### config.mk
export PLATFORM = sky130hd
export DESIGN_NAME = mca_error_to_dram_repair_entry
export DESIGN_NICKNAME = d
export VERILOG_FILES = /design/src/hdl/mdre_pkg.sv /design/src/hdl/mdre_cfg_regs.sv /design/src/hdl/mdre_decode.sv /design/src/hdl/mca_error_to_dram_repair_entry.sv
export SDC_FILE = /design/constraint.sdc
export NUM_CORES = 1
export LEC_CHECK = 0
export BUFFER_PORTS_ARGS = -buffer_cell sky130_fd_sc_hd__clkbuf_2
export CORE_UTILIZATION = 48
export CTS_BUF_LIST = sky130_fd_sc_hd__clkbuf_16
export DETAILED_ROUTE_END_ITERATION = 8
export HOLD_SLACK_MARGIN = 0.12
export PLACE_DENSITY = 0.77
export SLEW_MARGIN = 30
export SYNTH_ARGS = -nofsm -noshare
export SYNTH_HDL_FRONTEND = slang
export SYNTH_HIERARCHICAL = 1
export SYNTH_SLANG_ARGS = --single-unit
### constraint.sdc
create_clock -name clk -period 4.4 [get_ports clk]
set_input_delay 0.44 -clock clk [delete_from_list [all_inputs] [get_ports clk]]
set_output_delay 0.44 -clock clk [all_outputs]
set_load 0.01 [all_outputs]
### src/hdl/mdre_pkg.sv
package mdre_pkg;

  // Widths of the configuration write channel.
  localparam int CFG_INDEX_W = 8;
  localparam int CFG_DATA_W  = 16;

  // Configuration register indexes.
  localparam logic [CFG_INDEX_W-1:0] REG_UMC_HARDWARE_ID = 8'd0;
  localparam logic [CFG_INDEX_W-1:0] REG_UMC_BANK_TYPE   = 8'd1;
  localparam logic [CFG_INDEX_W-1:0] REG_CODE_DRAM_ECC   = 8'd2;
  localparam logic [CFG_INDEX_W-1:0] REG_CODE_ECS_ROW    = 8'd3;

  // Error cause codes carried in payload word four.
  localparam logic [2:0] CAUSE_CORRECTED = 3'd1;
  localparam logic [2:0] CAUSE_DEFERRED  = 3'd3;

  // Device field reported for a corrected error.
  localparam logic [4:0] DEVICE_CORRECTED = 5'h1F;

  // One machine-check record as taken in.
  typedef struct packed {
    logic [63:0] mca_status;
    logic [63:0] mca_address;
    logic [63:0] mca_ipid;
    logic [4:0]  syndrome_low;
    logic [63:0] translated_address;
  } mca_record_t;

  // Configuration register set.
  typedef struct packed {
    logic [11:0] umc_hardware_id;
    logic [15:0] umc_bank_type;
    logic [5:0]  code_dram_ecc;
    logic [5:0]  code_ecs_row;
  } mdre_cfg_t;

  // One repair entry as delivered.
  typedef struct packed {
    logic [63:0] repair_words_low;
    logic [15:0] repair_word_four;
    logic [31:0] phys_address_low;
    logic [7:0]  phys_address_high;
    logic        runtime_repair_wanted;
  } repair_entry_t;

endpackage

### src/hdl/mdre_cfg_regs.sv
module mdre_cfg_regs
  import mdre_pkg::*;
(
  input  logic                   clk,
  input  logic                   rst,
  input  logic                   wr_en,
  input  logic [CFG_INDEX_W-1:0] wr_index,
  input  logic [CFG_DATA_W-1:0]  wr_data,
  output mdre_cfg_t              cfg
);

  // Register file: a write to an unknown index is dropped.
  always_ff @(posedge clk) begin
    if (rst) begin
      cfg <= '0;
    end else if (wr_en) begin
      case (wr_index)
        REG_UMC_HARDWARE_ID: cfg.umc_hardware_id <= wr_data[11:0];
        REG_UMC_BANK_TYPE:   cfg.umc_bank_type   <= wr_data[15:0];
        REG_CODE_DRAM_ECC:   cfg.code_dram_ecc   <= wr_data[5:0];
        REG_CODE_ECS_ROW:    cfg.code_ecs_row    <= wr_data[5:0];
        default: begin
        end
      endcase
    end
  end

endmodule

### src/hdl/mdre_decode.sv
module mdre_decode
  import mdre_pkg::*;
(
  input  mca_record_t   rec,
  input  mdre_cfg_t     cfg,
  output logic          hit,
  output repair_entry_t entry
);

  logic        tvalid;
  logic        uc;
  logic        corrected;
  logic [5:0]  ece;
  logic        is_ecc;
  logic        bank_match;
  logic [3:0]  chan_full;
  logic [4:0]  device;
  logic [2:0]  cause;
  logic [1:0]  cs;
  logic        sub;
  logic [4:0]  bank;
  logic [10:0] col;
  logic [17:0] row;
  logic [2:0]  rank;
  logic [3:0]  chan;
  logic [2:0]  sock;
  logic [31:0] alo;
  logic [7:0]  ahi;
  logic [15:0] w0;
  logic [15:0] w1;
  logic [15:0] w2;
  logic [15:0] w3;

  // Record filter: memory-controller bank, not uncorrected, known error code.
  always_comb begin
    tvalid     = rec.translated_address[62];
    uc         = rec.mca_status[61];
    corrected  = !rec.mca_status[44];
    ece        = rec.mca_status[21:16];
    is_ecc     = (ece == cfg.code_dram_ecc);
    bank_match = (rec.mca_ipid[43:32] == cfg.umc_hardware_id) &&
                 (rec.mca_ipid[63:48] == cfg.umc_bank_type);
    hit        = bank_match && !uc && (is_ecc || (ece == cfg.code_ecs_row));
  end

  // Channel is controller number halved plus die index times eight, four bits kept.
  assign chan_full = {rec.mca_ipid[44], rec.mca_ipid[23:21]};
  assign cause     = corrected ? CAUSE_CORRECTED : CAUSE_DEFERRED;
  assign device    = corrected ? DEVICE_CORRECTED : rec.translated_address[46:42];

  // Field decode along the ECC path or the scrub row path.
  always_comb begin
    cs   = '0;
    sub  = 1'b0;
    bank = '0;
    col  = '0;
    row  = '0;
    rank = '0;
    chan = '0;
    sock = '0;
    alo  = '0;
    ahi  = '0;
    if (is_ecc) begin
      cs  = rec.syndrome_low[1:0];
      sub = rec.syndrome_low[4];
      if (tvalid) begin
        bank = rec.translated_address[6:2];
        col  = rec.translated_address[35:25];
        row  = rec.translated_address[24:7];
        rank = rec.translated_address[38:36];
        chan = chan_full;
        sock = rec.translated_address[60:58];
      end
      alo = rec.mca_address[35:4];
      ahi = {4'h0, rec.mca_address[39:36]};
    end else begin
      bank = rec.mca_address[22:18];
      chan = chan_full;
      sock = rec.translated_address[60:58];
      if (tvalid) begin
        rank = rec.translated_address[38:36];
        alo  = rec.translated_address[31:0];
        ahi  = rec.translated_address[39:32];
      end
    end
  end

  // Pack the repair payload words.
  assign w0 = {col[0], cs, device, bank, 3'b000};
  assign w1 = {1'b1, 5'b00000, col[10:1]};
  assign w2 = row[15:0];
  assign w3 = {sock, 3'b000, sub, chan, rank, row[17:16]};

  always_comb begin
    entry.repair_words_low      = {w3, w2, w1, w0};
    entry.repair_word_four      = {10'h000, cause, 3'b000};
    entry.phys_address_low      = alo;
    entry.phys_address_high     = ahi;
    entry.runtime_repair_wanted = corrected;
  end

endmodule

### src/hdl/mca_error_to_dram_repair_entry.sv
// A record taken into the input register gives its repair entry, if any,
// on the strobe from the result register that follows it.
// Throughput: one record every cycle; busy is never raised.
// The receiver cannot stall, so each entry is shown for exactly one cycle.
// Reset clears the configuration registers to zero and drops records in flight.
module mca_error_to_dram_repair_entry
  import mdre_pkg::*;
(
  input  logic                   clk,
  input  logic                   rst,
  input  logic                   start,
  output logic                   busy,
  input  logic [63:0]            mca_status,
  input  logic [63:0]            mca_address,
  input  logic [63:0]            mca_ipid,
  input  logic [4:0]             syndrome_low,
  input  logic [63:0]            translated_address,
  input  logic                   cfg_valid,
  output logic                   cfg_ready,
  input  logic [CFG_INDEX_W-1:0] cfg_index,
  input  logic [CFG_DATA_W-1:0]  cfg_data,
  output logic                   done,
  output logic [63:0]            repair_words_low,
  output logic [15:0]            repair_word_four,
  output logic [31:0]            phys_address_low,
  output logic [7:0]             phys_address_high,
  output logic                   runtime_repair_wanted
);

  mdre_cfg_t     cfg;
  mca_record_t   rec;
  logic          rec_valid;
  logic          hit;
  repair_entry_t entry;
  repair_entry_t result;

  // The pipeline never holds off a new transaction.
  assign busy      = 1'b0;
  assign cfg_ready = 1'b1;

  mdre_cfg_regs u_cfg_regs (
    .clk      (clk),
    .rst      (rst),
    .wr_en    (cfg_valid && cfg_ready),
    .wr_index (cfg_index),
    .wr_data  (cfg_data),
    .cfg      (cfg)
  );

  // Input register.
  always_ff @(posedge clk) begin
    if (rst) begin
      rec_valid <= 1'b0;
    end else begin
      rec_valid <= start && !busy;
    end
    if (start && !busy) begin
      rec.mca_status         <= mca_status;
      rec.mca_address        <= mca_address;
      rec.mca_ipid           <= mca_ipid;
      rec.syndrome_low       <= syndrome_low;
      rec.translated_address <= translated_address;
    end
  end

  mdre_decode u_decode (
    .rec   (rec),
    .cfg   (cfg),
    .hit   (hit),
    .entry (entry)
  );

  // Result register; the strobe marks an accepted record.
  always_ff @(posedge clk) begin
    if (rst) begin
      done <= 1'b0;
    end else begin
      done <= rec_valid && hit;
    end
    if (rec_valid && hit) begin
      result <= entry;
    end
  end

  assign repair_words_low      = result.repair_words_low;
  assign repair_word_four      = result.repair_word_four;
  assign phys_address_low      = result.phys_address_low;
  assign phys_address_high     = result.phys_address_high;
  assign runtime_repair_wanted = result.runtime_repair_wanted;

`ifndef SYNTHESIS
  // An entry only follows a record taken in through the input and result registers.
  a_done_from_start: assert property (@(posedge clk) disable iff (rst)
    done |-> $past(start && !busy, 2))
    else $error("repair entry without a record taken two cycles before");

  // The cause follows the corrected flag.
  a_cause_matches: assert property (@(posedge clk) disable iff (rst)
    done |-> (repair_word_four ==
              (runtime_repair_wanted ? 16'h0008 : 16'h0018)))
    else $error("cause does not match the corrected flag");

  // A corrected error always reports the fixed device value.
  a_device_corrected: assert property (@(posedge clk) disable iff (rst)
    (done && runtime_repair_wanted) |-> (repair_words_low[12:8] == DEVICE_CORRECTED))
    else $error("corrected error with a decoded device");

  // The fixed marker bit of payload word one is always set and the low bits of word zero are clear.
  a_word_one_marker: assert property (@(posedge clk) disable iff (rst)
    done |-> (repair_words_low[31] && (repair_words_low[2:0] == 3'b000)))
    else $error("fixed payload bits are wrong");
`endif

endmodule

Word-level counts from Yosys, hierarchy flattened

Index checks and enable logic that the tools add are counted.
Widths: inputs -> output; s select.

Equal/unequal tests: 7
Muxes and demuxes: 11
Bitwise operators: 1
Reduce and logical (&&, ||, !) cells: 14

Operators by type and width:

| cell               | number |
|---|---|
| $mux 32            | 2 |
| $eq 16x16->1       | 1 |
| $eq 8x2->1 const B | 2 |
| $mux 4             | 4 |
| $eq 12x12->1       | 1 |
| $eq 6x6->1         | 2 |
| $mux 5             | 2 |
| $reduce_and 2->1   | 5 |
| $eq 8x1->1 const B | 1 |
| $logic_not 8->1    | 1 |
| $mux 3             | 2 |
| $logic_and 1x1->1  | 4 |
| $logic_not 1->1    | 2 |
| $mux 2             | 1 |
| $reduce_or 2->1    | 1 |
| $logic_or 1x1->1   | 1 |
| $not 1->1          | 1 |

Register bits after elaboration: 372
Output and inout port bits: 124
Logic and storage cells: 54

Logic depth before layout (Yosys ltp)

Gate-level depths: netlist of the first run.

Word-level depth: 5
Mapped depth: 7
Mapped depth without buffers: 5

By module

Netlist of the first run, hierarchy kept.

Modules (own cells, without submodules):

| module                         | instances | cells an instance | area each (um2) |
|---|---|---|---|
| mca_error_to_dram_repair_entry | 1         | 391               | 11554.8 |
| mdre_decode                    | 1         | 236               | 1771.7 |
| mdre_cfg_regs                  | 1         | 151               | 1686.6 |

Worst setup path before layout of the first run

OpenSTA, ideal clock, no wires.

Kind: flip-flop to flip-flop
From: register, netlist name rec[217]
To: register result (netlist bit phys_address_high[0]) (enable)
Library setup time: 0.494 ns
Arrival time: 4.331 ns
Data required time: 3.906 ns
Path slack: -0.425 ns
Stages on the path, launching flop included: 8
Buffers on the path: 2
Clock period less this slack: 4.825 ns
Cell sequence: edfxtp_1 > xor2_1 > nor4_1 > nand3_1 > buf_4 > buf_2 > a211oi_1 > and2_1

Longest elaborated chain between the ends: 4

Ends and longest elaborated chain:

| what                          | RTL line                             | RTL |
|---|---|---|
| $eq 6x6->1 (on tied branches) | mdre_decode.sv:40, mdre_decode.sv:43 |  |
| $logic_or 1x1->1 (*)          | mdre_decode.sv:43                    | `hit = bank_match && !uc && (is_ecc \|\| (ece == cfg.code_ecs_row));` |
| $logic_and 1x1->1 (*)         | mdre_decode.sv:43                    |  |
| named net hit                 | mca_error_to_dram_repair_entry.sv:33 | `logic hit;` |
| $logic_and 1x1->1 (*)         | mca_error_to_dram_repair_entry.sv:80 | `if (rec_valid && hit) begin` |
| end signal, assigned          | mca_error_to_dram_repair_entry.sv:81 | `result <= entry;` |
| end, declared                 | mca_error_to_dram_repair_entry.sv:35 | `repair_entry_t result;` |

Mark *: on every way through the listed nets, which the timed path passes. The rest lies on a longest branch.
A chain may end at the register's enable or synchronous reset.

==> results of run 1 <==
## final timing paths
| path | to | depth (start not counted) | slack, ps |
|---|---|---|---|
| setup / recovery | repair_word_four[15]$_DFFE_PP_ | 6 | 1170 |
| hold reg to reg | u_cfg_regs/cfg[25]$_SDFFE_PP0P_ | 2 | 490 |
| hold / removal | u_cfg_regs/cfg[24]$_SDFFE_PP0P_ | 3 | 150 |
| setup reg to reg | repair_word_four[15]$_DFFE_PP_ | 6 | 1170 |
## layer usage
| layer | track usage | share of wire | vias to the layer above |
|---|---|---|---|
| met5 | 0 | 0.00055 | - |
| met2 | 0.3721 | 0.52 | 270 |
| met4 | 0.07143 | 0.033 | 2 |
| met3 | 0.04820 | 0.069 | 60 |
| li1 | - | - | 3097 |
| met1 | 0.2209 | 0.38 | 3110 |
## where the power goes
part | leakage, uW | internal [uW] | switching [uW]
logic | 0.00296 | 201 | 141
clock network | 0.000498 | 1440 | 1010
registers | 0.00257 | 3100 | 34.3
total | 0.00603 | 4740 | 1180
## placed cells by master, fill, tap and decap left out, types with 4 or more instances in the layout
cell and count:
nor2_1 5, clkinv_1 7, clkbuf_2 276, xor2_1 36, buf_4 9, mux2i_1 43
clkinv_2 4, nand2b_1 61, nor2b_1 29, mux2_2 35, xnor2_1 4, o21a_1 7
conb_1 29, and2_1 39, inv_1 14, clkbuf_16 31, dfxtp_1 42, dlygate4sd3_1 130
nor4_1 8, edfxtp_1 249
## worst max-delay path: stages (launching register included)
cell	delay (ps)
edfxtp_1	420
xor2_1	160
nor4_1	480
nand3_4	370
a211oi_1	350
and2_4	680
buf_4	380
## flip-flops by register name (all words and copies together), names as in the netlist
name / count
rec_valid: 1
phys_address_low: 32
runtime_repair_wanted: 1
done: 1
repair_words_low: 64
repair_word_four: 16
u_cfg_regs/cfg: 40
rec: 128
phys_address_high: 8
## area by class of cell
class / count / area [sq um]
inverter: 7 / 26.28
tap: 285 / 356.6
sequential: 291 / 8318
fill: 1549 / 7726
timing repair buffer: 416 / 2761
multi-input combinational: 317 / 2422
antenna: 1 / 2.502
clock buffer: 31 / 775.7
clock inverter: 23 / 182.7
## through the flow
step,utilization,cells
2_1_floorplan,-,670
3_3_place_gp,0.5575,1186
3_5_place_dp,0.5575,1186
4_1_cts,0.6576,1370
5_1_grt,0.6577,1371
6_report,0.6577,1371
==> report_table.html, run 1 <==
<table>
<tr><th>Metric</th><th>Value</th></tr>
<tr><th colspan="2">Yosys</th></tr>
<tr><td>Cells after synthesis</td><td>645</td></tr>
<tr><td>Number of warnings issued by yosys</td><td>6</td></tr>
<tr><td>Post-synthesis instance area</td><td>0.01102 sq mm</td></tr>
<tr><td>Syn_area_per_cell</td><td>17.08 sq um</td></tr>
<tr><th colspan="2">Place</th></tr>
<tr><td>Count of input and output buffers</td><td>277</td></tr>
<tr><td>Minimum setup slack after placement</td><td>1065 ps</td></tr>
<tr><td>Total cell area at the placement stage</td><td>0.01258 sq mm</td></tr>
<tr><td>Sum of net half-perimeters after detailed placement</td><td>14330 microns</td></tr>
<tr><td>RD Place Congestion</td><td>0.7609</td></tr>
<tr><th colspan="2">Timing</th></tr>
<tr><td>Hold Fails Final Rpt</td><td>0</td></tr>
<tr><td>Setup repair after global routing missed its margin</td><td>false</td></tr>
<tr><td>Min cycle time layout</td><td>3231 ps</td></tr>
<tr><td>Achievable clock frequency</td><td>309.5 MHz</td></tr>
<tr><td>Transition time of the tightest slew-check pin</td><td>853.8 ps</td></tr>
<tr><td>Period utilization</td><td>0.7343</td></tr>
<tr><td>Setup Viol. Count Final</td><td>0</td></tr>
<tr><td>Setup slack after layout</td><td>1169 ps</td></tr>
<tr><td>Worst clock skew on the final layout</td><td>10.62 ps</td></tr>
<tr><td>Hold Slack</td><td>145.8 ps</td></tr>
<tr><td>Final setup TNS</td><td>0 ps</td></tr>
<tr><td>Slew HR</td><td>0.4308</td></tr>
<tr><td>Final number of max-transition violations</td><td>0</td></tr>
<tr><th colspan="2">Global route</th></tr>
<tr><td>Largest net degree at the start of global routing</td><td>88</td></tr>
<tr><td>Number of antenna violations at the first check in global routing</td><td>2</td></tr>
<tr><td>Aggregate global routing overflow</td><td>0</td></tr>
<tr><td>Global-route wire length before repair</td><td>36170 microns</td></tr>
<tr><td>Total routing resource utilization after global routing</td><td>0.1999</td></tr>
<tr><td>Vias in the first global route</td><td>6889</td></tr>
<tr><th colspan="2">Critical path</th></tr>
<tr><td>Launch point of the worst path</td><td>rec[217]$_DFFE_PP_</td></tr>
<tr><td>Launch point of the worst reg-to-reg path</td><td>rec[217]$_DFFE_PP_</td></tr>
<tr><td>Setup Crit Path Kind</td><td>reg2reg</td></tr>
<tr><td>Worst Path Arrival</td><td>3460 ps</td></tr>
<tr><td>Endpoint kind of the worst setup timing path</td><td>register</td></tr>
<tr><td>CP Data Required Time</td><td>4630 ps</td></tr>
<tr><td>Highest net fanout along the worst path</td><td>57</td></tr>
<tr><td>Startpoint class of the critical path</td><td>register</td></tr>
<tr><th colspan="2">Clock tree</th></tr>
<tr><td>Clock transition at the registers of the reported paths</td><td>60 ps</td></tr>
<tr><td>H-tree level count</td><td>1</td></tr>
<tr><td>Clock Root Buffer</td><td>clkbuf_16</td></tr>
<tr><td>Total clock buffers created by CTS</td><td>30</td></tr>
<tr><td>Clock tree from TritonCTS</td><td>done</td></tr>
<tr><td>Max Root-Sink Buffers</td><td>3</td></tr>
<tr><td>Clock Latency Late Sink</td><td>540 ps</td></tr>
<tr><td>Setup Fix Bufs, Post-CTS</td><td>0</td></tr>
<tr><td>Number of sinks driven by the clock tree</td><td>291</td></tr>
<tr><td>Hold buffer count at CTS</td><td>130</td></tr>
<tr><td>Gates resized, CTS repair</td><td>0</td></tr>
<tr><th colspan="2">Route</th></tr>
<tr><td>Total length of routed wires</td><td>23850 microns</td></tr>
<tr><td>Number of detailed-route iterations in the first pass</td><td>4</td></tr>
<tr><td>Routed wirelength normalized by instance count</td><td>17.39 microns</td></tr>
<tr><td>Routed via count</td><td>6539</td></tr>
<tr><td>Initial DRC count</td><td>253</td></tr>
<tr><td>Vias per inst</td><td>4.770</td></tr>
<tr><td>DR DRC count</td><td>0</td></tr>
<tr><td>Number of antenna-violating nets in the routed design</td><td>0</td></tr>
<tr><th colspan="2">Power and ir drop</th></tr>
<tr><td>Standby leakage power</td><td>0.006029 uW</td></tr>
<tr><td>Worst vdd ir</td><td>0.2640 mV</td></tr>
<tr><td>Total power density per cell area</td><td>399.3 mW/mm^2</td></tr>
<tr><td>Overall power consumption</td><td>5928 uW</td></tr>
<tr><th colspan="2">Job</th></tr>
<tr><td>Number of max-capacitance violations reported</td><td>0</td></tr>
<tr><th colspan="2">Floorplan</th></tr>
<tr><td>Standard-cell row count</td><td>55</td></tr>
<tr><td>Number of primary I/O pins</td><td>413</td></tr>
<tr><td>Initial standard-cell utilization of the core</td><td>0.4882</td></tr>
<tr><td>Total die area</td><td>0.02357 sq mm</td></tr>
<tr><td>Width of the die</td><td>153.5 microns</td></tr>
<tr><td>Height of the die</td><td>153.5 microns</td></tr>
<tr><td>Core outline area</td><td>0.02257 sq mm</td></tr>
<tr><th colspan="2">Worst hold path</th></tr>
<tr><td>Worst hold path startpoint</td><td>cfg_data[12]</td></tr>
<tr><td>Hold/Removal Path Class</td><td>in2reg</td></tr>
<tr><th colspan="2">Cells and area</th></tr>
<tr><td>Layout overhead on the synthesized area</td><td>34.72%</td></tr>
<tr><td># nets final</td><td>1352</td></tr>
<tr><td>Fraction of layout cells with a size suffix above 1</td><td>0.3419</td></tr>
<tr><td>Design area</td><td>0.01485 sq mm</td></tr>
<tr><th colspan="2">Run status</th></tr>
<tr><td>Status</td><td>finished, final reports clean</td></tr>
</table>
Power figures use the tool's default switching activity.
==> run 2: changes to the inputs <==
--- a/config.mk
+++ b/config.mk
@@ -5,12 +5,13 @@
 export SDC_FILE = /design/constraint.sdc
 export NUM_CORES = 1
 export LEC_CHECK = 0
+export ABC_AREA = 1
 export BUFFER_PORTS_ARGS = -buffer_cell sky130_fd_sc_hd__clkbuf_2
-export CORE_UTILIZATION = 48
+export CORE_UTILIZATION = 54
 export CTS_BUF_LIST = sky130_fd_sc_hd__clkbuf_16
 export DETAILED_ROUTE_END_ITERATION = 8
 export HOLD_SLACK_MARGIN = 0.12
-export PLACE_DENSITY = 0.77
+export PLACE_DENSITY = 0.82
 export SLEW_MARGIN = 30
 export SYNTH_ARGS = -nofsm -noshare
 export SYNTH_HDL_FRONTEND = slang
==> constraint.sdc (replaced) <==
create_clock -name clk -period 3.09 [get_ports clk]
set_input_delay 0.309 -clock clk [delete_from_list [all_inputs] [get_ports clk]]
set_output_delay 0.309 -clock clk [all_outputs]
set_load 0.01 [all_outputs]
==> run 2 against run 1 <==
Net effect: synthesized cell count rose by 42%; final cell count grew 19%; fmax is 27% higher; power rose by 40%; synthesized area rose by 1.8%; flip-flop and latch count unchanged; die area fell by 9.4%; worst setup slack lost 630 ps; sequential share of layout area fell by 0.16 points; via count grew 28%; critical path type unchanged; largest cell class unchanged; highest routed layer is now met4.
==> report_table.html, run 2 <==
<table>
<tr><th>Metric</th><th>Value</th></tr>
<tr><th colspan="2">Run status</th></tr>
<tr><td>Status</td><td>finished, final reports clean</td></tr>
<tr><th colspan="2">Timing</th></tr>
<tr><td>Final number of max-transition violations</td><td>0</td></tr>
<tr><td>Min cycle time layout</td><td>2553 ps</td></tr>
<tr><td>Worst clock skew on the final layout</td><td>22.29 ps</td></tr>
<tr><td>Setup repair after global routing missed its margin</td><td>false</td></tr>
<tr><td>Slew HR</td><td>0.4144</td></tr>
<tr><td>Achievable clock frequency</td><td>391.7 MHz</td></tr>
<tr><td>Period utilization</td><td>0.8262</td></tr>
<tr><td>Transition time of the tightest slew-check pin</td><td>877.5 ps</td></tr>
<tr><td>Hold Fails Final Rpt</td><td>0</td></tr>
<tr><td>Setup Viol. Count Final</td><td>0</td></tr>
<tr><td>Final setup TNS</td><td>0 ps</td></tr>
<tr><th colspan="2">Clock tree</th></tr>
<tr><td>H-tree level count</td><td>1</td></tr>
<tr><td>Clock Latency Late Sink</td><td>540 ps</td></tr>
<tr><td>Gates resized, CTS repair</td><td>0</td></tr>
<tr><td>Max Root-Sink Buffers</td><td>3</td></tr>
<tr><td>Clock Root Buffer</td><td>clkbuf_16</td></tr>
<tr><td>Number of sinks driven by the clock tree</td><td>291</td></tr>
<tr><td>Clock transition at the registers of the reported paths</td><td>70 ps</td></tr>
<tr><td>Setup Fix Bufs, Post-CTS</td><td>0</td></tr>
<tr><td>Clock tree from TritonCTS</td><td>done</td></tr>
<tr><td>Hold buffer count at CTS</td><td>135</td></tr>
<tr><td>Total clock buffers created by CTS</td><td>28</td></tr>
<tr><th colspan="2">Route</th></tr>
<tr><td>Wire length on met2</td><td>15830 microns</td></tr>
<tr><td>Total length of routed wires</td><td>29940 microns</td></tr>
<tr><td>Highest metal used</td><td>met4</td></tr>
<tr><td>Met3 wire len</td><td>2538 microns</td></tr>
<tr><td>DR DRC count</td><td>0</td></tr>
<tr><td>Routed via count</td><td>8384</td></tr>
<tr><td>Routed wirelength normalized by instance count</td><td>18.39 microns</td></tr>
<tr><td>Number of antenna-violating nets in the routed design</td><td>0</td></tr>
<tr><td>Initial DRC count</td><td>666</td></tr>
<tr><td>Vias per inst</td><td>5.150</td></tr>
<tr><td>Wire length on met1</td><td>10170 microns</td></tr>
<tr><td>Number of detailed-route iterations in the first pass</td><td>5</td></tr>
<tr><th colspan="2">Cells and area</th></tr>
<tr><td>Layout overhead on the synthesized area</td><td>32.78%</td></tr>
<tr><td>Filler cell count in the final layout</td><td>1228</td></tr>
<tr><td>Count of placed standard cells in the final layout, fillers left out</td><td>1628</td></tr>
<tr><td># nets final</td><td>1619</td></tr>
<tr><td>Most common cell after layout, fill and taps aside</td><td>clkbuf_2</td></tr>
<tr><td>Most frequent cells in the layout</td><td>clkbuf_2 (276), edfxtp_1 (249), nand2_1 (164), nor2_1 (145), dlygate4sd3_1 (135)</td></tr>
<tr><td>Register bank with the most flops</td><td>rec</td></tr>
<tr><td>Flip-flop count of the largest register after layout</td><td>128</td></tr>
<tr><td>Fraction of layout cells with a size suffix above 1</td><td>0.2537</td></tr>
<tr><th colspan="2">Global route</th></tr>
<tr><td>Vias in the first global route</td><td>8475</td></tr>
<tr><td>Largest net degree at the start of global routing</td><td>63</td></tr>
<tr><td>Global-route wire length before repair</td><td>44910 microns</td></tr>
<tr><td>Aggregate global routing overflow</td><td>0</td></tr>
<tr><td>Number of antenna violations at the first check in global routing</td><td>5</td></tr>
<tr><td>Total routing resource utilization after global routing</td><td>0.2766</td></tr>
<tr><th colspan="2">Critical path</th></tr>
<tr><td>Max stage delay on crit path</td><td>620 ps</td></tr>
<tr><td>Standard cell with the maximum stage delay on the critical path</td><td>buf_4</td></tr>
<tr><td>Startpoint class of the critical path</td><td>register</td></tr>
<tr><td>CP Data Required Time</td><td>3440 ps</td></tr>
<tr><td>Setup Crit Path Kind</td><td>reg2reg</td></tr>
<tr><td>Cell chain of the critical path</td><td>inv_1 -&gt; nand2_1 -&gt; nand2_1 -&gt; nor2_1 -&gt; nand3_4 -&gt; buf_4 -&gt; buf_4 -&gt; nor2_1 -&gt; a21oi_1</td></tr>
<tr><td>Worst Path Arrival</td><td>2900 ps</td></tr>
<tr><td>Highest net fanout along the worst path</td><td>62</td></tr>
<tr><td>Endpoint kind of the worst setup timing path</td><td>register</td></tr>
<tr><th colspan="2">Floorplan</th></tr>
<tr><td>Standard-cell row count</td><td>52</td></tr>
<tr><td>Core outline area</td><td>0.02030 sq mm</td></tr>
<tr><td>Initial standard-cell utilization of the core</td><td>0.5524</td></tr>
<tr><td>Width of the die</td><td>146.1 microns</td></tr>
<tr><td>Total die area</td><td>0.02135 sq mm</td></tr>
<tr><td>Number of primary I/O pins</td><td>413</td></tr>
<tr><td>Height of the die</td><td>146.1 microns</td></tr>
<tr><th colspan="2">Place</th></tr>
<tr><td>Sum of net half-perimeters after detailed placement</td><td>16190 microns</td></tr>
<tr><td>Count of input and output buffers</td><td>277</td></tr>
<tr><td>RD Place Congestion</td><td>0.7929</td></tr>
<tr><td>Cell Count Post-Placement</td><td>1435</td></tr>
<tr><th colspan="2">Yosys</th></tr>
<tr><td>Post-synthesis instance area</td><td>0.01121 sq mm</td></tr>
<tr><td>Syn_area_per_cell</td><td>12.20 sq um</td></tr>
<tr><td>Cells after synthesis</td><td>919</td></tr>
<tr><td>Number of warnings issued by yosys</td><td>6</td></tr>
<tr><th colspan="2">Power and ir drop</th></tr>
<tr><td>Standby leakage power</td><td>0.006164 uW</td></tr>
<tr><td>Overall power consumption</td><td>8301 uW</td></tr>
<tr><td>Worst vdd ir</td><td>0.4584 mV</td></tr>
<tr><td>Total power density per cell area</td><td>557.5 mW/mm^2</td></tr>
<tr><th colspan="2">Worst hold path</th></tr>
<tr><td>Hold/Removal Path Class</td><td>in2reg</td></tr>
<tr><th colspan="2">Job</th></tr>
<tr><td>Number of max-capacitance violations reported</td><td>0</td></tr>
</table>
-- run 2: cell count changes in the layout (fill, tap and decap cells not counted), sizes merged, moves of 43 or more --
cell | previous run | this run
a21oi | 0 | 73
mux2i | 43 | 0
nand3 | 2 | 49
nor2 | 5 | 151
nand2b | 61 | 0
inv | 15 | 97
nand2 | 3 | 165
-- run 2: metrics by stage --
stage / utilization / worst slack (ps) / area (sq um) / hold WS (ps)
after floorplan: - / -188.4 / 11320 / 375.9
after global placement: 0.6232 / 807.4 / 12650 / 463.1
after detailed placement: 0.6232 / 699.1 / 12650 / 450.1
after CTS: 0.7327 / 665.8 / 14870 / 127.0
after global routing: 0.7334 / 415.0 / 14890 / 180.5
final: 0.7335 / 536.9 / 14890 / 163.3
-- run 2: final timing paths --
path / from / to / slack, ps / cells past startpoint
worst min register to register: rec[241]$_DFFE_PP_ / repair_word_four[4]$_DFFE_PP_ / 460 / 0
worst max register to register: rec[217]$_DFFE_PP_ / phys_address_low[6]$_DFFE_PP_ / 540 / 9
worst min-delay path: cfg_data[6] / u_cfg_regs/cfg[34]$_SDFFE_PP0P_ / 160 / 5
worst max-delay path: rec[217]$_DFFE_PP_ / phys_address_low[6]$_DFFE_PP_ / 540 / 9
-- run 2: area by class of cell --
cell class,instances,area (sq um),share of cell area
Timing Repair Buffer,425,2867,0.1925
Antenna cell,6,15.01,0.001008
Inverter,86,326.6,0.02193
Clock buffer,29,725.7,0.04874
Clock inverter,23,146.4,0.009832
Sequential cell,291,8318,0.5587
Multi-Input combinational cell,498,2153,0.1446
Tap cell,270,337.8,0.02269
-- run 2: layer usage --
layer,vias up,GRT usage
met5,-,0
met4,0,0.1401
met3,110,0.05625
met2,514,0.5170
met1,3935,0.2949
li1,3825,-
-- run 2: critical path, delay by kind of cell, from the launching register on --
| kind | cells | cell delay [ps] |
|---|---|---|
| compound gates | 1 | 270 |
| buf+inv | 3 | 1240 |
| flops | 1 | 430 |
| simple gates | 5 | 370 |
-- run 2: power by group --
group / internal [uW] / total (uW) / leakage (uW) / switching [uW]
registers: 4420 / 4470 / 0.00257 / 56.0
clock network: 1860 / 3280 / 0.000469 / 1430
logic: 260 / 546 / 0.00312 / 287
==> run 3: changes to the inputs <==
--- a/config.mk
+++ b/config.mk
@@ -5,13 +5,13 @@
 export SDC_FILE = /design/constraint.sdc
 export NUM_CORES = 1
 export LEC_CHECK = 0
-export ABC_AREA = 1
+export ABC_AREA = 0
 export BUFFER_PORTS_ARGS = -buffer_cell sky130_fd_sc_hd__clkbuf_2
-export CORE_UTILIZATION = 54
+export CORE_UTILIZATION = 53
 export CTS_BUF_LIST = sky130_fd_sc_hd__clkbuf_16
 export DETAILED_ROUTE_END_ITERATION = 8
 export HOLD_SLACK_MARGIN = 0.12
-export PLACE_DENSITY = 0.82
+export PLACE_DENSITY = 0.81
 export SLEW_MARGIN = 30
 export SYNTH_ARGS = -nofsm -noshare
 export SYNTH_HDL_FRONTEND = slang
==> constraint.sdc (replaced) <==
create_clock -name clk -period 2.55 [get_ports clk]
set_input_delay 0.255 -clock clk [delete_from_list [all_inputs] [get_ports clk]]
set_output_delay 0.255 -clock clk [all_outputs]
set_load 0.01 [all_outputs]
==> run 3 against run 2 <==
Net effect: fmax rose by 6.9%; critical path depth fell by 3; sequential power rose by 21%; flip-flop and latch count did not move.
==> report_table.html, run 3 (synthesized netlist as in run 1, its figures left out) <==
<table>
<tr><th>Metric</th><th>Value</th></tr>
<tr><th colspan="2">Power and ir drop</th></tr>
<tr><td>Internal cell power</td><td>8194 uW</td></tr>
<tr><td>Total power density per cell area</td><td>685.4 mW/mm^2</td></tr>
<tr><td>Standby leakage power</td><td>0.006097 uW</td></tr>
<tr><td>P_sw</td><td>2112 uW</td></tr>
<tr><td>Worst vdd ir</td><td>0.5671 mV</td></tr>
<tr><td>Comb pwr share</td><td>0.062</td></tr>
<tr><td>Clock Power Share</td><td>0.413</td></tr>
<tr><td>Sw Share</td><td>0.2049</td></tr>
<tr><td>Overall power consumption</td><td>10310 uW</td></tr>
<tr><td>Sequential group share of total power</td><td>0.525</td></tr>
<tr><th colspan="2">Route</th></tr>
<tr><td>Vias per inst</td><td>4.918</td></tr>
<tr><td>Initial DRC count</td><td>362</td></tr>
<tr><td>Routed via count</td><td>6758</td></tr>
<tr><td>Routed wirelength normalized by instance count</td><td>19.46 microns</td></tr>
<tr><td>DR DRC count</td><td>0</td></tr>
<tr><td>Number of antenna-violating nets in the routed design</td><td>0</td></tr>
<tr><td>Total length of routed wires</td><td>26740 microns</td></tr>
<tr><td>Number of detailed-route iterations in the first pass</td><td>4</td></tr>
<tr><th colspan="2">Global route</th></tr>
<tr><td>Vias in the first global route</td><td>7115</td></tr>
<tr><td>Number of antenna violations at the first check in global routing</td><td>6</td></tr>
<tr><td>Total routing resource utilization after global routing</td><td>0.2482</td></tr>
<tr><td>Global-route wire length before repair</td><td>39760 microns</td></tr>
<tr><td>Largest net degree at the start of global routing</td><td>85</td></tr>
<tr><td>Aggregate global routing overflow</td><td>0</td></tr>
<tr><th colspan="2">Cells and area</th></tr>
<tr><td>Layout overhead on the synthesized area</td><td>36.45%</td></tr>
<tr><td>Layout Utilization</td><td>0.7407</td></tr>
<tr><td>Flip-flop count of the largest register after layout</td><td>128</td></tr>
<tr><td>Most frequent cells in the layout</td><td>clkbuf_2 (276), edfxtp_1 (249), dlygate4sd3_1 (140), nand2b_1 (61), mux2i_1 (43)</td></tr>
<tr><td>Most common cell after layout, fill and taps aside</td><td>clkbuf_2</td></tr>
<tr><td>Filler cell count in the final layout</td><td>1181</td></tr>
<tr><td>Register bank with the most flops</td><td>rec</td></tr>
<tr><td>Fraction of layout cells with a size suffix above 1</td><td>0.3488</td></tr>
<tr><td>Design area</td><td>0.01504 sq mm</td></tr>
<tr><td># nets final</td><td>1366</td></tr>
<tr><th colspan="2">Worst hold path</th></tr>
<tr><td>Hold/Removal Path Class</td><td>in2reg</td></tr>
<tr><td>Sink of the worst hold path</td><td>u_cfg_regs/cfg[3]$_SDFFE_PP0P_</td></tr>
<tr><td>Hold Crit Depth</td><td>3</td></tr>
<tr><td>Worst hold path startpoint</td><td>cfg_data[3]</td></tr>
<tr><th colspan="2">Critical path</th></tr>
<tr><td>CP Data Required Time</td><td>2760 ps</td></tr>
<tr><td>Max stage delay on crit path</td><td>420 ps</td></tr>
<tr><td>Cell chain of the critical path</td><td>xor2_1 -&gt; nor4_1 -&gt; nand4_1 -&gt; a211oi_2 -&gt; and2_4 -&gt; buf_12</td></tr>
<tr><td>Endpoint of the lowest-slack register-to-register path</td><td>phys_address_low[9]$_DFFE_PP_</td></tr>
<tr><td>Critical path depth in cells</td><td>6</td></tr>
<tr><td>Setup slack, reg-to-reg</td><td>160 ps</td></tr>
<tr><td>Buffers &amp; Inverters on Critical Path</td><td>1</td></tr>
<tr><td>Cell family contributing the most delay on the critical path</td><td>simple AND/OR/NAND/NOR gates</td></tr>
<tr><td>Endpoint kind of the worst setup timing path</td><td>register</td></tr>
<tr><td>Reg2reg path depth</td><td>6</td></tr>
<tr><td>Standard cell with the maximum stage delay on the critical path</td><td>nor4_1</td></tr>
<tr><td>Startpoint class of the critical path</td><td>register</td></tr>
<tr><td>Launch point of the worst reg-to-reg path</td><td>rec[104]$_DFFE_PP_</td></tr>
<tr><td>Setup Crit Path Kind</td><td>reg2reg</td></tr>
<tr><td>Worst Path Arrival</td><td>2600 ps</td></tr>
<tr><td>Highest net fanout along the worst path</td><td>40</td></tr>
<tr><th colspan="2">Timing</th></tr>
<tr><td>Transition time of the tightest slew-check pin</td><td>699.5 ps</td></tr>
<tr><td>Min cycle time layout</td><td>2388 ps</td></tr>
<tr><td>Worst clock skew on the final layout</td><td>10.87 ps</td></tr>
<tr><td>Setup Viol. Count Final</td><td>0</td></tr>
<tr><td>Setup repair after global routing missed its margin</td><td>false</td></tr>
<tr><td>Slew HR</td><td>0.5337</td></tr>
<tr><td>Period utilization</td><td>0.9364</td></tr>
<tr><td>Achievable clock frequency</td><td>418.8 MHz</td></tr>
<tr><td>Final number of max-transition violations</td><td>0</td></tr>
<tr><td>Hold Fails Final Rpt</td><td>0</td></tr>
<tr><th colspan="2">Clock tree</th></tr>
<tr><td>Clock Latency Late Sink</td><td>530 ps</td></tr>
<tr><td>Setup Fix Bufs, Post-CTS</td><td>0</td></tr>
<tr><td>Max Root-Sink Buffers</td><td>3</td></tr>
<tr><td>H-tree level count</td><td>1</td></tr>
<tr><td>Number of sinks driven by the clock tree</td><td>291</td></tr>
<tr><td>Total clock buffers created by CTS</td><td>29</td></tr>
<tr><td>Gates resized, CTS repair</td><td>0</td></tr>
<tr><td>Clock tree from TritonCTS</td><td>done</td></tr>
<tr><td>Clock Root Buffer</td><td>clkbuf_16</td></tr>
<tr><td>Clock transition at the registers of the reported paths</td><td>60 ps</td></tr>
<tr><th colspan="2">Place</th></tr>
<tr><td>RD Place Congestion</td><td>0.7863</td></tr>
<tr><td>Total cell area at the placement stage</td><td>0.01267 sq mm</td></tr>
<tr><td>Sum of net half-perimeters after detailed placement</td><td>15290 microns</td></tr>
<tr><td>Count of input and output buffers</td><td>277</td></tr>
<tr><th colspan="2">Floorplan</th></tr>
<tr><td>Height of the die</td><td>146.2 microns</td></tr>
<tr><td>Number of primary I/O pins</td><td>413</td></tr>
<tr><td>Total die area</td><td>0.02137 sq mm</td></tr>
<tr><td>Core outline area</td><td>0.02030 sq mm</td></tr>
<tr><td>Standard-cell row count</td><td>52</td></tr>
<tr><td>Initial standard-cell utilization of the core</td><td>0.5428</td></tr>
<tr><td>Width of the die</td><td>146.2 microns</td></tr>
<tr><th colspan="2">Run status</th></tr>
<tr><td>Status</td><td>finished, final reports clean</td></tr>
<tr><th colspan="2">Job</th></tr>
<tr><td>Number of max-capacitance violations reported</td><td>0</td></tr>
</table>
## run 3: cell types whose count changed in the layout (fill, tap and decap cells not counted), sizes merged, moves of 38 or more
cell    before  now
mux2         0   38
mux2i        0   43
inv         97   11
nor2       151    5
and2         0   40
a21oi       73    0
nand3       49    2
nand2b       0   61
nand2      165    3
## run 3: worst register-to-register path, delay by kind of cell (launching register included)
family,cells,cell delay [ps]
xor+xnor,1,190
flops,1,390
simple gates,3,890
buf+inv,1,240
compound gates,1,310
## run 3: how the worst max path moves through the flow
stage,startpoint,to,slack (ps)
floorplan,rec[214]$_DFFE_PP_,phys_address_high[0]$_DFFE_PP_,-230
CTS,rec[214]$_DFFE_PP_,repair_words_low[15]$_DFFE_PP_,170
detailed placement,rec[214]$_DFFE_PP_,repair_words_low[41]$_DFFE_PP_,190
global placement,rec[214]$_DFFE_PP_,phys_address_low[8]$_DFFE_PP_,210
finish,rec[104]$_DFFE_PP_,phys_address_low[9]$_DFFE_PP_,160
global route,rec[214]$_DFFE_PP_,phys_address_low[9]$_DFFE_PP_,90
## run 3: layout make-up
cell class | count | area (sq um) | area share
Antenna cell | 6 | 15.01 | 0.0009986
Clock buffer | 29 | 725.7 | 0.04826
Clock inverter | 23 | 224.0 | 0.01490
Inverter | 7 | 26.28 | 0.001748
Multi-Input combinational cell | 317 | 2427 | 0.1614
Sequential cell | 291 | 8318 | 0.5532
Tap cell | 270 | 337.8 | 0.02247
Timing Repair Buffer | 431 | 2962 | 0.1970
## run 3: per-stage QoR
step / hold slack (ps) / instances / setup TNS [ps] / worst slack (ps)
CTS: 128.2 / 1368 / 0 / 169.3
global route: 152.0 / 1372 / 0 / 85.68
detailed placement: 433.6 / 1176 / 0 / 193.2
finish: 140.9 / 1374 / 0 / 162.1
floorplan: 326.6 / 670 / -27710 / -229.0
global placement: 432.6 / 1176 / 0 / 211.5
## run 3: power by group through the flow
stage | logic (uW) | registers (uW) | clock network [uW]
floorplan | 237 | 5490 | 0
global placement | 412 | 5500 | 0
detailed placement | 427 | 5510 | 0
CTS | 613 | 5400 | 4280
global route | 678 | 5420 | 4510
finish | 636 | 5410 | 4260
## run 3: what timing repair did
item / CTS / global route
endpoints found under the setup margin: 0 / 0
endpoints found under the hold margin: 151 / 0
hold buffers: 140 / 0
## run 3: per-layer routing
| layer | up-vias | wire (microns) | GRT usage |
|---|---|---|---|
| met1 | 3277 | 10050 | 0.2932 |
| li1 | 3133 | - | - |
| met4 | 0 | 656 | 0.07656 |
| met2 | 304 | 14190 | 0.4562 |
| met3 | 44 | 1831 | 0.04688 |
| met5 | - | 0 | 0 |
